`src/hw/rtl/qpb_pkg.sv`:
```
// Shared types and constants of the quadtree pyramid builder.
// Used by the top level and its checker; depends on nothing.
`default_nettype none

package qpb_pkg;

	localparam int LEVEL_W  = 4;
	localparam int MEAN_W   = 8;
	localparam int SPREAD_W = 16;

	// Sequencer states
	typedef enum logic [2:0] {
		ST_IDLE,
		ST_EMIT,
		ST_SUMS,
		ST_MUL,
		ST_RGO,
		ST_SQRT
	} state_t;

	// One held child node
	typedef struct packed {
		logic [MEAN_W-1:0]   mean;
		logic                uni;
		logic [SPREAD_W-1:0] spread;
	} node_t;

endpackage

`default_nettype wire

```
`src/hw/rtl/qpb_isqrt.sv`:
```
// Iterative integer square root, two radicand bits per cycle, truncated.
// Standalone unit driven by the pyramid builder sequencer; no package use.
`default_nettype none

module qpb_isqrt #(
	parameter int ACC_W = 35
) (
	input  wire logic             clk,
	input  wire logic             arst_n,
	input  wire logic             start,
	input  wire logic [ACC_W-1:0] radicand,
	output logic                  done,
	output logic      [ACC_W-1:0] root
);

	localparam int BIT_TOP = ((ACC_W - 1) / 2) * 2;
	localparam int STEPS   = BIT_TOP / 2 + 1;
	localparam int STEP_W  = (STEPS > 1) ? $clog2(STEPS) : 1;

	logic [ACC_W-1:0]  x_q, res_q, bit_q;
	logic [STEP_W-1:0] step_q;
	logic              busy_q, done_q;
	logic [ACC_W-1:0]  trial;

	assign trial = ACC_W'(res_q + bit_q);

	// Advance one digit per cycle
	always_ff @(posedge clk or negedge arst_n) begin
		if (!arst_n) begin
			busy_q <= 1'b0;
			done_q <= 1'b0;
			step_q <= '0;
		end else if (start) begin
			busy_q <= 1'b1;
			done_q <= 1'b0;
			step_q <= STEP_W'(STEPS - 1);
		end else if (busy_q) begin
			if (step_q == '0) begin
				busy_q <= 1'b0;
				done_q <= 1'b1;
			end else begin
				step_q <= step_q - 1'b1;
			end
		end
	end

	always_ff @(posedge clk) begin
		if (start) begin
			x_q   <= radicand;
			res_q <= '0;
			bit_q <= ACC_W'(1) << BIT_TOP;
		end else if (busy_q) begin
			if (x_q >= trial) begin
				x_q   <= x_q - trial;
				res_q <= (res_q >> 1) + bit_q;
			end else begin
				res_q <= res_q >> 1;
			end
			bit_q <= bit_q >> 2;
		end
	end

	assign done = done_q;
	assign root = res_q;

endmodule

`default_nettype wire

```
`src/hw/rtl/quadtree_pyramid_builder.sv`:
```
// Quadtree pyramid builder: leaf result in the cycle after a pixel request is taken.
// After its child result is taken, each parent is built by multiply-accumulates on
// one shared squarer plus the iterative square root of STEPS digits (18 at defaults).
// A new pixel is taken once the last result of the previous one is taken. Reset
// clears counts and sequencer; tree_levels resets to 9. Child slots need no clearing.
`default_nettype none

module quadtree_pyramid_builder #(
	parameter int MAX_LEVELS       = 10,
	parameter int SPREAD_FRAC_BITS = 8
) (
	input  wire logic                         clk,
	input  wire logic                         arst_n,
	input  wire logic                         cfg_we,
	input  wire logic [qpb_pkg::LEVEL_W-1:0]  cfg_wdata,
	input  wire logic                         in_valid,
	output logic                              in_ready,
	input  wire logic [qpb_pkg::MEAN_W-1:0]   pixel,
	output logic                              out_valid,
	input  wire logic                         out_ready,
	output logic [qpb_pkg::MEAN_W-1:0]        node_mean,
	output logic [1:0]                        node_remainder,
	output logic                              node_uniform,
	output logic [qpb_pkg::SPREAD_W-1:0]      node_spread,
	output logic [qpb_pkg::LEVEL_W-1:0]       node_level,
	output logic                              is_root,
	output logic                              last
);

	localparam int IDX_W  = (MAX_LEVELS > 1) ? $clog2(MAX_LEVELS) : 1;
	localparam int DSH    = 2 * SPREAD_FRAC_BITS;
	localparam int ACC_W  = ((34 > 18 + DSH) ? 34 : 18 + DSH) + 1;
	localparam logic [qpb_pkg::LEVEL_W-1:0] MAX_LEV = qpb_pkg::LEVEL_W'(MAX_LEVELS);

	qpb_pkg::state_t state_q, state_nx;

	logic [qpb_pkg::LEVEL_W-1:0] tree_levels_q, root_q, lev_q, root_sat, nlev;
	logic [1:0]                  cnt_q [MAX_LEVELS];
	qpb_pkg::node_t              slot_mem [3][MAX_LEVELS];
	qpb_pkg::node_t              rd_q [3];

	logic [qpb_pkg::MEAN_W-1:0]   cur_mean_q, mean_q;
	logic                         cur_uni_q, uni_q;
	logic [qpb_pkg::SPREAD_W-1:0] cur_spread_q;
	logic [1:0]                   rem_q;
	logic [ACC_W-1:0]             acc_q;
	logic [2:0]                   k_q;
	logic                         last_q;

	logic                         in_take, out_take, sqrt_start, sqrt_done;
	logic [ACC_W-1:0]             sqrt_root;
	logic [IDX_W-1:0]             lev_idx, nlev_idx;

	assign root_sat = (tree_levels_q > MAX_LEV) ? MAX_LEV : tree_levels_q;
	assign nlev     = lev_q + 1'b1;
	assign lev_idx  = lev_q[IDX_W-1:0];
	assign nlev_idx = nlev[IDX_W-1:0];
	assign in_take  = in_valid && in_ready;
	assign out_take = out_valid && out_ready;

	// Child view for parent arithmetic
	logic [qpb_pkg::MEAN_W-1:0]   ch_mean [4];
	logic                         ch_uni  [4];
	logic [qpb_pkg::SPREAD_W-1:0] ch_spr  [4];
	always_comb begin
		for (int i = 0; i < 3; i++) begin
			ch_mean[i] = rd_q[i].mean;
			ch_uni[i]  = rd_q[i].uni;
			ch_spr[i]  = rd_q[i].spread;
		end
		ch_mean[3] = cur_mean_q;
		ch_uni[3]  = cur_uni_q;
		ch_spr[3]  = cur_spread_q;
	end

	// Parent sum, mean, remainder, uniform flag
	logic [9:0] sum4;
	logic       uni4;
	assign sum4 = 10'(ch_mean[0]) + 10'(ch_mean[1]) + 10'(ch_mean[2]) + 10'(ch_mean[3]);
	assign uni4 = (sum4[1:0] == 2'd0) && ch_uni[0] && ch_uni[1] && ch_uni[2] && ch_uni[3]
		&& (ch_mean[0] == ch_mean[1]) && (ch_mean[1] == ch_mean[2])
		&& (ch_mean[2] == ch_mean[3]);

	// Shared squarer: spreads first, then mean deviations
	logic [qpb_pkg::MEAN_W-1:0]   dm, dsel;
	logic [qpb_pkg::SPREAD_W-1:0] sq_op;
	logic [31:0]                  prod;
	logic [ACC_W-1:0]             term;
	always_comb begin
		dsel  = ch_mean[k_q[1:0]];
		dm    = (mean_q >= dsel) ? (mean_q - dsel) : (dsel - mean_q);
		sq_op = k_q[2] ? 16'(dm) : ch_spr[k_q[1:0]];
		prod  = 32'(sq_op) * 32'(sq_op);
		term  = k_q[2] ? (ACC_W'(prod) << DSH) : ACC_W'(prod);
	end

	qpb_isqrt #(.ACC_W(ACC_W)) u_isqrt (
		.clk      (clk),
		.arst_n   (arst_n),
		.start    (sqrt_start),
		.radicand (acc_q),
		.done     (sqrt_done),
		.root     (sqrt_root)
	);

	// Truncate and saturate the spread
	logic [ACC_W-2:0]             sq_half;
	logic [qpb_pkg::SPREAD_W-1:0] spread_sat;
	assign sq_half    = sqrt_root[ACC_W-1:1];
	assign spread_sat = (|sq_half[ACC_W-2:qpb_pkg::SPREAD_W]) ? '1
		: sq_half[qpb_pkg::SPREAD_W-1:0];

	logic fin, par_root, par_last, leaf_last;
	assign fin       = (state_q == qpb_pkg::ST_SQRT) && sqrt_done;
	assign par_root  = (nlev == root_q);
	assign par_last  = par_root || (cnt_q[nlev_idx] != 2'd3);
	assign leaf_last = (root_sat == '0) || (cnt_q[0] != 2'd3);

	// Slot write request
	logic                         wr_en;
	logic [IDX_W-1:0]             wr_idx;
	logic [1:0]                   wr_slot;
	qpb_pkg::node_t               wr_node;
	always_comb begin
		wr_en   = 1'b0;
		wr_idx  = '0;
		wr_slot = cnt_q[0];
		wr_node = '{mean: pixel, uni: 1'b1, spread: '0};
		if (in_take && leaf_last && (root_sat != '0)) begin
			wr_en = 1'b1;
		end else if (fin && !par_root && par_last) begin
			wr_en   = 1'b1;
			wr_idx  = nlev_idx;
			wr_slot = cnt_q[nlev_idx];
			wr_node = '{mean: sum4[9:2] , uni: uni_q, spread: spread_sat};
		end
	end

	// Child slot memory
	always_ff @(posedge clk) begin
		if (wr_en) begin
			slot_mem[wr_slot][wr_idx] <= wr_node;
		end
		for (int i = 0; i < 3; i++) begin
			rd_q[i] <= slot_mem[i][lev_idx];
		end
	end

	// Next state
	always_comb begin
		state_nx = state_q;
		case (state_q)
			qpb_pkg::ST_IDLE: if (in_take) state_nx = qpb_pkg::ST_EMIT;
			qpb_pkg::ST_EMIT: begin
				if (out_take) state_nx = last_q ? qpb_pkg::ST_IDLE : qpb_pkg::ST_SUMS;
			end
			qpb_pkg::ST_SUMS: state_nx = qpb_pkg::ST_MUL;
			qpb_pkg::ST_MUL:  if (k_q == 3'd7) state_nx = qpb_pkg::ST_RGO;
			qpb_pkg::ST_RGO:  state_nx = qpb_pkg::ST_SQRT;
			qpb_pkg::ST_SQRT: if (sqrt_done) state_nx = qpb_pkg::ST_EMIT;
			default:          state_nx = qpb_pkg::ST_IDLE;
		endcase
	end

	// Sequencer outputs
	always_comb begin
		in_ready   = (state_q == qpb_pkg::ST_IDLE);
		out_valid  = (state_q == qpb_pkg::ST_EMIT);
		sqrt_start = (state_q == qpb_pkg::ST_RGO);
	end

	// Control registers
	always_ff @(posedge clk or negedge arst_n) begin
		if (!arst_n) begin
			state_q       <= qpb_pkg::ST_IDLE;
			tree_levels_q <= qpb_pkg::LEVEL_W'(9);
			lev_q         <= '0;
			root_q        <= '0;
			k_q           <= '0;
			for (int i = 0; i < MAX_LEVELS; i++) cnt_q[i] <= 2'd0;
		end else begin
			state_q <= state_nx;
			if (cfg_we) tree_levels_q <= cfg_wdata;
			if (state_q == qpb_pkg::ST_SUMS) k_q <= '0;
			else if (state_q == qpb_pkg::ST_MUL) k_q <= k_q + 1'b1;
			if (in_take) begin
				lev_q  <= '0;
				root_q <= root_sat;
				if (root_sat == '0) begin
					for (int i = 0; i < MAX_LEVELS; i++) cnt_q[i] <= 2'd0;
				end else if (leaf_last) begin
					cnt_q[0] <= cnt_q[0] + 1'b1;
				end
			end else if (fin) begin
				lev_q <= nlev;
				if (par_root) begin
					for (int i = 0; i < MAX_LEVELS; i++) cnt_q[i] <= 2'd0;
				end else begin
					cnt_q[lev_idx] <= 2'd0;
					if (par_last) begin
						cnt_q[nlev_idx] <= cnt_q[nlev_idx] + 1'b1;
					end
				end
			end
		end
	end

	// Datapath and result registers
	always_ff @(posedge clk) begin
		if (in_take) begin
			cur_mean_q     <= pixel;
			cur_uni_q      <= 1'b1;
			cur_spread_q   <= '0;
			node_mean      <= pixel;
			node_remainder <= 2'd0;
			node_uniform   <= 1'b1;
			node_spread    <= '0;
			node_level     <= '0;
			is_root        <= (root_sat == '0);
			last_q         <= leaf_last;
		end
		if (state_q == qpb_pkg::ST_SUMS) begin
			mean_q <= sum4[9:2];
			rem_q  <= sum4[1:0];
			uni_q  <= uni4;
			acc_q  <= '0;
		end
		if (state_q == qpb_pkg::ST_MUL) begin
			acc_q <= acc_q + term;
		end
		if (fin) begin
			cur_mean_q     <= mean_q;
			cur_uni_q      <= uni_q;
			cur_spread_q   <= spread_sat;
			node_mean      <= mean_q;
			node_remainder <= rem_q;
			node_uniform   <= uni_q;
			node_spread    <= spread_sat;
			node_level     <= nlev;
			is_root        <= par_root;
			last_q         <= par_last;
		end
	end

	assign last = last_q;

endmodule

`default_nettype wire

```
`config.mk`:
```
export PLATFORM = sky130hd
export DESIGN_NAME = quadtree_pyramid_builder
export DESIGN_NICKNAME = d
export VERILOG_FILES = /design/src/hw/rtl/qpb_pkg.sv /design/src/hw/rtl/qpb_isqrt.sv /design/src/hw/rtl/quadtree_pyramid_builder.sv
export SDC_FILE = /design/constraint.sdc
export NUM_CORES = 2
export LEC_CHECK = 0
export BUFFER_PORTS_ARGS = -buffer_cell sky130_fd_sc_hd__clkbuf_2
export CORE_ASPECT_RATIO = 0.9
export CORE_MARGIN = 3
export CORE_UTILIZATION = 40
export DETAILED_ROUTE_END_ITERATION = 16
export GPL_TIMING_DRIVEN = 0
export PLACE_DENSITY = 0.66
export SLEW_MARGIN = 20
export SYNTH_ARGS = -nofsm -noshare
export SYNTH_HDL_FRONTEND = slang
export SYNTH_SLANG_ARGS = --single-unit
```
`constraint.sdc`:
```
create_clock -name clk -period 16.25 [get_ports clk]
set_clock_uncertainty 0.2 [all_clocks]
set_input_delay 0.8125 -clock clk [delete_from_list [all_inputs] [get_ports clk]]
set_output_delay 0.8125 -clock clk [all_outputs]
set_load 0.01 [all_outputs]
```
# After elaboration in Yosys (flattened, before gate mapping)
# Memories as Yosys holds them, arrays and structs flattened.
# Index checks and enable logic that the tools add are counted.
[word_totals]
register_bits = 212
latchBits = 0
ram_bits = 825
romBits = 0
input_bits = 17
output_inout_bits = 35
memories = 2
[memory_table]
columns = ["name", "depth", "width", "read_ports", "rd_ports_with_merged_regs", "wr", "line_no", "source"]
rows = [
  ["slot_mem", 3, 250, 3, 0, 1, "quadtree_pyramid_builder.sv:39", "qpb_pkg::node_t slot_mem [3][MAX_LEVELS];"],
  ["rd_q", 3, 25, 3, 0, 3, "quadtree_pyramid_builder.sv:40", "qpb_pkg::node_t rd_q [3];"],
]
[classes]
add_sub_neg = 14
mul = 1
n_div = 0
n_lt_le_gt_ge = 10
n_eq_ne = 19
n_shift = 0
mux = 86
bitwise_logic = 6
reduce_logical = 37
[ops]
columns = ["op", "count"]
rows = [
  ["binary-select mux 25 bit (select 4 bit)", 3],
  ["2-to-1 mux 250 bit", 1],
  ["2-to-1 mux 35 bit", 7],
  ["2-to-1 mux 25 bit", 9],
  ["demux 25 bit (select 4 bit)", 1],
  ["2-to-1 mux 16 bit", 6],
  ["2-to-1 mux 20 bit", 4],
  ["adder 35 bit", 2],
  ["2-to-1 mux 8 bit", 5],
  ["adder 34 x 35 -> 35 bit", 1],
  ["greater-or-equal comparator 35 bit", 1],
  ["subtractor 35 bit", 1],
  ["binary-select mux 16 bit (select 2 bit)", 1],
  ["multiplier 16 x 16 -> 32 bit", 1],
  ["2-to-1 mux 4 bit", 7],
  ["== test 8 bit", 3],
  ["2-to-1 mux 2 bit", 11],
  ["AND 20 bit", 1],
  ["bitwise mux 20 bit", 1],
  ["inverter 20 bit", 1],
  ["2-to-1 mux 18 bit", 1],
  ["2-to-1 mux 3 bit", 6],
  ["case mux 3 bit (6 select lines)", 1],
  ["OR reduction 18 bit", 1],
  ["other kinds (38)", 97],
]

# Depth between registers and ports, before layout
[logic_depth]
ltp_word = 16
mapped_depth = 55
ltp_nobuf = 49

# By module
# A second synthesis with hierarchy kept.
[unflattened]
hier_cells = 4246
area_unflattened_um2 = 55007.8
[by_module_without_submodules]
columns = ["mod", "instances", "cells_each", "area_each_um2", "seq_area_each_um2"]
rows = [
  ["quadtree_pyramid_builder", 1, 3253, 46893.7, 27348.7],
  ["qpb_isqrt", 1, 993, 8114.0, 2287.2],
]

# Worst setup path after synthesis
# Ideal clock, no wire load.
[synth_path]
path_type = "register -> register"
startpoint = "reg k_q[0]"
endpoint = "reg acc_q[33], data pin"
arrival_time_ns = 11.202
slack_ns = 4.582
path_stages_with_launch = 53
cell_sequence = "dfrtp_1 > buf_2 > buf_2 > buf_1 > mux4_2 > ha_1 > inv_1 > fa_1 > a21o_1 > a21o_1 > nor4_1 > o21ai_1 > mux2i_1 > xnor2_1 > nand2_1 > and2_1 > clkbuf_1 > inv_1 > [... 17 more ...] > o311a_1 > a21oi_1 > o21ai_0 > a21oi_1 > xnor2_1 > nor2_1 > a21oi_1 > ha_1 > a21o_1 > a21o_1 > a21o_1 > a21o_1 > a21o_1 > a21o_1 > a21oi_1 > o21ai_0 > xnor2_1 > nor2_1"
[synth_between]
elab_chain_len = 11
[synth_lines]
columns = ["element", "line_no", "source"]
rows = [
  ["start, declared", "quadtree_pyramid_builder.sv:47", "logic [2:0] k_q;"],
  ["start signal, assigned", "quadtree_pyramid_builder.sv:185", "else if (state_q == qpb_pkg::ST_MUL) k_q <= k_q + 1'b1;"],
  ["inverter 2 -> 3 bit (implied by the code) (*)", "quadtree_pyramid_builder.sv:90, quadtree_pyramid_builder.sv:92", ""],
  ["binary-select mux 8 bit (select 2 bit)", "quadtree_pyramid_builder.sv:90", "dsel = ch_mean[k_q[1:0]];"],
  ["2-to-1 mux 8 bit (implied by the code) (2 in a row)", "quadtree_pyramid_builder.sv:90", ""],
  ["subtractor 8 bit or greater-or-equal comparator 8 bit (tied branches)", "quadtree_pyramid_builder.sv:91", "dm = (mean_q >= dsel) ? (mean_q - dsel) : (dsel - mean_q);"],
  ["2-to-1 mux 8 bit", "quadtree_pyramid_builder.sv:91", ""],
  ["2-to-1 mux 16 bit (*)", "quadtree_pyramid_builder.sv:92", "sq_op = k_q[2] ? 16'(dm) : ch_spr[k_q[1:0]];"],
  ["multiplier 16 x 16 -> 32 bit (*)", "quadtree_pyramid_builder.sv:93", "prod = 32'(sq_op) * 32'(sq_op);"],
  ["2-to-1 mux 35 bit (*)", "quadtree_pyramid_builder.sv:94", "term = k_q[2] ? (ACC_W'(prod) << DSH) : ACC_W'(prod);"],
  ["adder 35 bit (*)", "quadtree_pyramid_builder.sv:229", "acc_q <= acc_q + term;"],
  ["2-to-1 mux 35 bit (*)", "quadtree_pyramid_builder.sv:228", "if (state_q == qpb_pkg::ST_MUL) begin"],
  ["end signal, assigned", "quadtree_pyramid_builder.sv:229", ""],
  ["end, declared", "quadtree_pyramid_builder.sv:46", "logic [ACC_W-1:0] acc_q;"],
]
# Every way passes the cells marked *; elsewhere a longest branch is shown, timed or not. The select of a mux whose other input is x is not followed.
# A chain may end at the register's enable or synchronous reset.

# Final worst setup path
[layout_path]
startpoint = "reg k_q[1]"
endpoint = "reg acc_q[33], data pin"
# Same word-level chain as after synthesis.

==> metrics.md <==
| Metric | Value |
|---|---|
| Vias per cell | 5.61 |
| Post-CTS Hold Buffers | 1 |
| Delay-heaviest family, CP | compound AO/OA/AOI/OAI gates |
| Drt total wl | around 150 mm |
| Fin cells | between 6000 and 7000 |
| Hold crit path type | in2reg |
| Most Frequent Cell on Critical Path | a21o_1 |
| Minimum clock period | about 14 ns |
| Std-Cell Rows | roughly 130 |
| Area of the multi-input gates | between 20000 and 25000 sq um |
| Post-Synthesis Cells | just over 4000 |
| Initial antenna violation count | 10 |
| Largest net degree at the start of global routing | 46 |
| Most frequent cells in the layout | 864 x edfxtp_1, 306 x inv_1, 269 x nand2_1 |
| GP Congestion | ~0.93 |
| Synth Net Count | ~4500 |
| RSZ-0062 raised after global routing | no |
| Layout cells sized above 1 | between 10% and 20% |
| Gr usage total | approximately a fifth |
| Fin crit share | roughly 87% |
| Post-synthesis register bit count | around 1000 |
| Area post-placement | 58300 sq um |
| Cells resized by post-CTS repair | 0 |
| Clk Latency, worst-skew pair | between 0.7 and 0.8 ns |
| Crit-path max FO | 10 |
| Critical path's slowest cell | o21ai_1 |
| Pre-antenna DRT Iters | 7 |
| Max-cap violation count | 0 |
| Syn Area/Cell | roughly 13 sq um |
| Critical path class | reg2reg |
| Routing usage on met3 | about 4.6% |
| Slowest cell delay on critical path | roughly 0.63 ns |
| Die Span Y | approximately 350 microns |
| Buf+Inv Stages, Crit Path | 12 |
| CP Launch Type | register |
| Setup_tns | 0 ns |
| Area growth from synthesis to layout | 14.0% |
| FMAX | a little over 70 MHz |
| CTS max path bufs | 3 |
| CTS tree | done |
| TritonCTS Buffers | 100 |
| Initial core utilization | 40.4% |
| Antenna Violating Nets Remaining | 0 |
| Gr busiest metal | met2 |
| Storage element area | 29600 sq um |
| PortBufs | 51 |
| Grt ovf | 0 |
| H-tree levels | 3 |
| Avg WL per Cell | approximately 24 microns |
| Post-synth EDFFs | 864 |
| Outcome | finished, final reports clean |
| Final number of setup-violating endpoints | 0 |
| Vias | 34500 |
| Final Hold Fails | 0 |
| Die Wd | about 390 microns |
| Die area | 140000 sq um |
| Dominant synthesized flop cell | edfxtp_1 |
| Slew Limit Fails | 0 |
| Hold WS | 0.147 ns |
| Endpoint class of the critical path | register |
| Ys async rst share | 4.34% |
| Library cells used by synthesis | between 90 and 100 |
| M1 GR Usage | ~30% |
| Placed insts | 5965 |
| CP arrival | 14.36 ns |
| Clock sink count | between 1000 and 1500 |
| Initial DRC Count | around 3900 |
| Root buffer cell | clkbuf_16 |
| Seq/Total Area, Yosys | ~55% |
| Clock Pin Slew Worst Setup and Hold Paths | 0.06 ns |
| Placeable core area | 134000 sq um |
| Syn Std Cell Area | 54100 sq um |
| Fin area | between 60000 and 70000 sq um |
| Syn. warnings | 0 |
| Met2 Usage GRT | a little under a third |
| Req. time, crit path | ~16 ns |
| Final #Nets | roughly 4700 |
| Vias in the first global route | roughly 34000 |
| Post-CTS Setup Inserts | 0 |
| Layout fillers | 11800 |
| Most common cell after layout, fill and taps aside | edfxtp_1 |
| First-pass GRT wire length | 219 mm |
| Slew @ Worst Pin | about 1.1 ns |
| Max_slew headroom | about a quarter |
| DRC | 0 |
| Hpwl dp | 110 mm |
| I/O pin count | 52 |
==> worst register-to-register path: cells and delay by family (launching register included) <==
kind | cells | cell delay (ns)
adders and majority gates | 10 | 4.02
AOI/OAI and AO/OA | 21 | 4.85
buffers and inverters | 12 | 2.72
xor gates and xnor gates | 3 | 0.45
DFF | 1 | 0.39
muxes | 1 | 0.35
and+or+nand+nor | 6 | 0.92
==> routing by layer <==
metal / vias to the layer above / part of all wire (%)
met1: 17500 / 43
met2: 1487 / 44
met5: - / 0.015
li1: 15300 / -
met4: 4 / 3.3
met3: 234 / 9.8
==> cells in the mapped netlist, drive strengths merged, types with 24 or more instances <==
library cell / number / area (sq um)
edfxtp: 864 / 25900
nor2: 314 / 1190
inv: 309 / 1160
nand2: 274 / 1030
ha: 235 / 2940
mux2i: 200 / 2010
fa: 181 / 3620
mux4: 176 / 3960
a21oi: 172 / 868
o21ai: 150 / 754
dfxtp: 128 / 2560
clkbuf: 114 / 429
xor2: 96 / 848
o22ai: 95 / 594
xnor2: 87 / 762
buf: 84 / 470
a21o: 74 / 556
a31oi: 47 / 294
dfrtp: 43 / 1080
nand3: 43 / 215
and3: 37 / 231
o21bai: 32 / 240
and2: 31 / 194
nor3: 26 / 130
nand2b: 24 / 150
==> cells by family after synthesis <==
logic type | count (synthesis) | share of synthesized area (%)
XOR/XNOR | 183 | 2.98
adder cells (fa/ha/maj) | 416 | 12.1
buffers and inverters | 510 | 3.83
multiplexers | 392 | 11.4
AND/OR/NAND/NOR | 833 | 6.86
AO/OA/AOI/OAI | 688 | 8.07
flip-flops | 1037 | 54.8
==> cell type report <==
type                       instances  share of cell area, %
clock buffer                     133                   4.50
timing repair buffer             101                   2.49
buffer                           198                   1.46
sequential                      1037                   48.0
tap                             1806                   3.66
inverter                         312                   1.90
multi-input combinational       2512                   36.9
antenna                            4                 0.0162
clock inverter                    54                   1.00
==> sequential cells by signal (all words and copies together) (netlist names), 5 cells and up <==
register,count
u_isqrt.bit_q,18
u_isqrt.x_q,35
cur_mean_q,8
rd_q,75
cnt_q,20
cur_spread_q,16
acc_q,35
u_isqrt.root,35
u_isqrt.step_q,5
mean_q,8
slot_mem,750
==> worst paths after layout <==
path,start,endpoint,slack [ns],depth (start not counted)
hold / removal,cfg_wdata[2],tree_levels_q[2],0.15,2
max in group asynchronous,arst_n,cnt_q[2],14.85,2
min in group asynchronous,arst_n,tree_levels_q[2],0.54,2
setup reg to reg,k_q[1],acc_q[33],2.09,53
setup / recovery,k_q[1],acc_q[33],2.09,53
hold reg to reg,cnt_q[14],cnt_q[14],0.28,2
==> per-stage QoR <==
stage	worst slack [ns]	utilization [%]
floorplan	4.58	-
global placement	2.24	42.3
detailed placement	2.25	43.6
CTS	2.18	46.1
global route	1.21	46.1
finish	2.09	46.1
Power is left out: the tool's default activity adds up to more than one toggle a clock period on the data nets, which glitch-free logic cannot reach.
